<file path="src/hw/rtl/tile_background_pixel_fetch_defines.svh">
// Assertion macros for the tile background pixel fetch block.
// Included by files that check their own pipeline; no other dependencies.
`ifndef TILE_BACKGROUND_PIXEL_FETCH_DEFINES_SVH
`define TILE_BACKGROUND_PIXEL_FETCH_DEFINES_SVH

`ifndef SYNTHESIS
// Same-cycle implication.
`define TBPF_ASSERT_IMP(label, clk, rst_n, ante, cons) \
    label: assert property (@(posedge clk) disable iff (!rst_n) (ante) |-> (cons)) \
        else $error("tbpf check failed");
// Next-cycle implication.
`define TBPF_ASSERT_NXT(label, clk, rst_n, ante, cons) \
    label: assert property (@(posedge clk) disable iff (!rst_n) (ante) |=> (cons)) \
        else $error("tbpf check failed");
`else
`define TBPF_ASSERT_IMP(label, clk, rst_n, ante, cons)
`define TBPF_ASSERT_NXT(label, clk, rst_n, ante, cons)
`endif

`endif

</file>
<file path="src/hw/rtl/tbpf_pkg.sv">
// Shared constants, types and the shade lookup for the tile background fetch.
// No dependencies.
package tbpf_pkg;

    localparam int LINE_WIDTH  = 160;
    localparam int VRAM_BYTES  = 8192;
    localparam int ADDR_W      = 13;
    localparam int BANK_DEPTH  = VRAM_BYTES / 2;
    localparam int BANK_AW     = ADDR_W - 1;

    // Tile map sits at offset 0x1800 in video memory
    localparam logic [ADDR_W-1:0] MAP_BASE = 13'h1800;

    localparam logic CMD_WRITE  = 1'b0;
    localparam logic CMD_RENDER = 1'b1;

    localparam logic REG_SCROLL_X = 1'b0;
    localparam logic REG_SCROLL_Y = 1'b1;

    localparam logic [1:0] CI_WHITE = 2'd0;
    localparam logic [1:0] CI_LIGHT = 2'd1;
    localparam logic [1:0] CI_DARK  = 2'd2;
    localparam logic [1:0] CI_BLACK = 2'd3;

    typedef struct packed {
        logic [7:0] column;
        logic [7:0] line;
        logic [2:0] fine_x;
        logic [2:0] fine_y;
        logic       map_odd;
    } t_pix_meta;

    function automatic logic [7:0] gray_of(input logic [1:0] ci);
        logic [7:0] g;
        unique case (ci)
            CI_WHITE: g = 8'hFF;
            CI_LIGHT: g = 8'hCC;
            CI_DARK:  g = 8'h77;
            CI_BLACK: g = 8'h00;
            default:  g = 8'h00;
        endcase
        return g;
    endfunction

endpackage

</file>
<file path="src/hw/rtl/tbpf_shade.sv">
// Last pipeline stage: picks the pixel bit from both planes, maps it to gray,
// and holds the result item in the output register. Uses tbpf_pkg.
module tbpf_shade (
    input  logic                i_clk,
    input  logic                i_rst_n,
    input  logic                i_en,
    input  logic                i_valid,
    input  tbpf_pkg::t_pix_meta i_meta,
    input  logic [7:0]          i_plane_one,
    input  logic [7:0]          i_plane_two,
    output logic                o_valid,
    output logic [7:0]          o_column,
    output logic [7:0]          o_line,
    output logic [1:0]          o_color_index,
    output logic [7:0]          o_gray_level
);

    logic       r_valid;
    logic [7:0] r_column;
    logic [7:0] r_line;
    logic [1:0] r_ci;
    logic [7:0] r_gray;
    logic [2:0] bit_sel;
    logic [1:0] n_ci;

    // Leftmost pixel is bit 7
    assign bit_sel = 3'd7 - i_meta.fine_x;
    assign n_ci    = {i_plane_two[bit_sel], i_plane_one[bit_sel]};

    always_ff @(posedge i_clk) begin
        if (!i_rst_n) begin
            r_valid <= 1'b0;
        end else if (i_en) begin
            r_valid <= i_valid;
        end
    end

    always_ff @(posedge i_clk) begin
        if (i_en) begin
            r_column <= i_meta.column;
            r_line   <= i_meta.line;
            r_ci     <= n_ci;
            r_gray   <= tbpf_pkg::gray_of(n_ci);
        end
    end

    assign o_valid       = r_valid;
    assign o_column      = r_column;
    assign o_line        = r_line;
    assign o_color_index = r_ci;
    assign o_gray_level  = r_gray;

endmodule

</file>
<file path="config.mk">
export PLATFORM = sky130hd
export DESIGN_NAME = tbpf_shade
export DESIGN_NICKNAME = d
export VERILOG_FILES = /design/src/hw/rtl/tile_background_pixel_fetch_defines.svh /design/src/hw/rtl/tbpf_pkg.sv /design/src/hw/rtl/tbpf_shade.sv
export SDC_FILE = /design/constraint.sdc
export NUM_CORES = 1
export LEC_CHECK = 0
export BUFFER_PORTS_ARGS = -buffer_cell sky130_fd_sc_hd__buf_2
export CORE_UTILIZATION = 40
export DETAILED_ROUTE_END_ITERATION = 16
export PLACE_DENSITY_LB_ADDON = 0.25
export SLEW_MARGIN = 20
export SYNTH_ARGS = -nofsm -noshare
export SYNTH_HDL_FRONTEND = slang
export SYNTH_SLANG_ARGS = --single-unit
</file>
<file path="constraint.sdc">
create_clock -name i_clk -period 2.7 [get_ports i_clk]
set_clock_uncertainty 0.15 [all_clocks]
set_input_delay 0.54 -clock i_clk [delete_from_list [all_inputs] [get_ports i_clk]]
set_output_delay 0.54 -clock i_clk [all_outputs]
set_load 0.1 [all_outputs]
</file>
---- Yosys cells after proc, flatten, opt, wreduce, memory -nomap -nowiden ----
Cells that the tools add are included.
storage, ports and cells
  bits in registers ....................... 27
  output and inout port bits .............. 27
  logic and storage cells ................. 16
  bits of input ports ..................... 43
cells by class
  reduce and logical (&&, ||, !) cells .... 1
  magnitude comparators ................... 1
  eq/ne operators ......................... 3
  muxes and demuxes ....................... 5
  $add $sub $neg .......................... 1
operators with widths
  operator                                                               count
  8-bit case mux with 4 select lines                                     1
  1-bit binary-select mux with 3-bit select                              2
  2-bit equality test, second input constant                             2
  3-bit by 4-bit < comparator with 1-bit output, second input constant   1
  3-bit subtractor, first input constant                                 1
  2-bit by 1-bit equality test with 1-bit output, second input constant  1
  2-bit zero test                                                        1
  1-bit two-way mux                                                      2

---- Longest topological paths before layout ----
  word-level depth ........................ 5
  mapped depth ............................ 3
  depth with buffers taken out ............ 3

---- Worst setup path before layout ----
No wires, ideal clock.
  path type ............................... register to output
  start ................................... reg, netlist name o_gray_level[5]
  end ..................................... out o_gray_level[1]
  stages on the path, launching flop included .. 2
  data arrival time ....................... 1.381 ns
  slack ................................... 0.629 ns
  data required time ...................... 2.010 ns
  buffers on the path ..................... 1
  path through ............................ edfxtp_1 -> buf_4
RTL lines
  item           RTL line          source
  end, declared  tbpf_shade.sv:15  output logic [7:0] o_gray_level

==> impl_metrics.yaml <==
worst_setup_path:
  worstSetupPathType: "flop to primary output"
  cp.arrival_ps: 1110
  crit_slowest_cell: "buf_2"
  path_cells: "buf_2"
  cp.required_ps: 2010
  critPathBufInv: 1
  endpoint_kind: "primary output"
  cp_slowest_stage_delay_ps: 440
  cp_top_family: "buffers and inverters"
  critPathMaxFanout: 4
  cp-start-kind: "flop"
worst_hold_path:
  hold_class: "input pin to flop"
timing:
  slew_viol_final: 0
  finalCritPeriodShare_pct: 66.7
  relSlewSlack_pct: 66.9
  setup_tns_ps: 0
  clock.fmax_mhz: 555
  period_minus_slack_ps: 1800
  setup_viol_count_final: 0
  hold_violations: 0
  worst_pin_slew_ps: 500
  rsz0062_at_grt: "no"
global_routing:
  grt_first_pass_wirelength_um: 1880
  grt_pass1_vias: 495
  grt_overflow: 0
  antenna_found_initial: 0
  grtUsageTotal_pct: 12.2
  grt_max_degree: 23
final_layout:
  fin_nets: 146
  most-common-layout-cells: "buf_2 (65), edfxtp_1 (21), mux4_1 (4)"
  syn_to_final_growth_pct: 40.8
  final_util_pct: 60.6
  final_common_cell: "buf_2"
  fillCellCount: 176
  insertedDiodeCount: 0
  final_layout_size_suffix_gt1_share_pct: 69.6
  final_area_um2: 1200
clocking:
  clock-sinks: 22
  post_cts_resized: 0
  cts_hold_buf: 0
  clk_latency_ps: 290
  cts_buffers: 3
  cts_buffer_depth: 2
  clockRootBuffer: "clkbuf_4"
  h-tree-depth: 1
  cts_setup_buffers: 0
  cts_tree: "built"
  path_clk_slew_ps: 110
floorplanning:
  initial_core_util_pct: 43.1
  ioPinCount: 70
  coreArea_um2: 1980
  die_y_um: 48.2
  die_w_um: 48.2
  fp-row-count: 16
  die-area_um2: 2320
run_status:
  status: "complete, no violations"
logic_synthesis:
  yosys_warnings: 0
  synth_largest_area_cell: "edfxtp_1"
  synthCells: 38
  ys_ff_latch: 22
  yosys.cell_types.count: 9
  synth_area_leaders: "edfxtp_1 (74%), mux4_1 (12%), buf_4 (4.4%)"
  ys_seq_area_share_pct: 76.2
  synth.avg_cell_area_um2: 22.5
  syn_nets: 81
  synth_top_area_share_pct: 73.9
  syn-cell-area_um2: 853
pwr:
  finalPower_w: 0.000926
  vdd_drop_max_v: 0.000424
  powerDensity_nw_per_um2: 771
  leakagePower_nw: 0.565
placed_design:
  place_area_um2: 1170
  globalplace.congestion: 0.614
  numPortBuffers: 65
drt:
  post_drt_wl_per_cell_um: 11.0
  vias_per_cell: 4.49
  first_pass_iters: 2
  route.vias.total: 579
  drc: 0
  antenna_left: 0
  drt_iter0_drc: 1
  totalWireLength_um: 1420
flow_run:
  cap_violations: 0
Yosys cell counts, drive strengths merged:
library cell,count
nand2,1
buf,5
mux2i,1
dfxtp,1
inv,2
mux2,2
mux4,4
nor2b,1
edfxtp,21
logic make-up (layout without fill, tap and decap cells):
| logic type | after synthesis | count (layout) | share of synthesized area (%) |
|---|---|---|---|
| flops | 22 | 22 | 76.2 |
| simple gates | 2 | 2 | 1.47 |
| mux | 7 | 7 | 17.0 |
| buf+inv | 7 | 71 | 5.28 |
stage by stage:
stage,worst slack (ps),std cells,hold slack [ps]
floorplan,629,38,489
global placement,769,125,344
detailed placement,750,125,361
CTS,874,129,254
global route,805,129,248
finish,898,129,267
state kept, by name, indices dropped and copies added (netlist names):
signal	count
o_color_index	2
o_column	8
o_gray_level	3
o_line	8
o_valid	1
report_power, final:
part | switching [W] | total (W) | leakage [nW] | internal, W
Combinational | 0.000309 | 0.000369 | 0.336 | 0.0000594
Sequential | 0.00000784 | 0.000415 | 0.214 | 0.000407
Clock | 0.0000849 | 0.000142 | 0.0150 | 0.0000574
metal layers:
metal / routed length [um] / track usage [%]
met1: 448 / 10.9
met5: 0 / 0
met2: 812 / 24.3
met4: 0 / 5.00
met3: 154 / 4.07
cell type report:
type	count	area, um2	area share (%)
clock buffer	4	26.3	2.19
inverter	2	7.51	0.625
multi-input combinational	9	158	13.1
sequential	22	651	54.2
tap	27	33.8	2.81
timing repair buffer	65	325	27.1
final timing paths:
check,startpoint,cells after the start,slack (ps),end
worst max-delay path,o_gray_level[5],1,900,o_gray_level[1]
worst max register to register,o_valid,2,1950,o_valid
worst min-delay path,i_meta[14],1,270,o_line[7]
worst min register to register,o_valid,2,380,o_valid
Note: power is estimated with default switching activity, not from simulation.
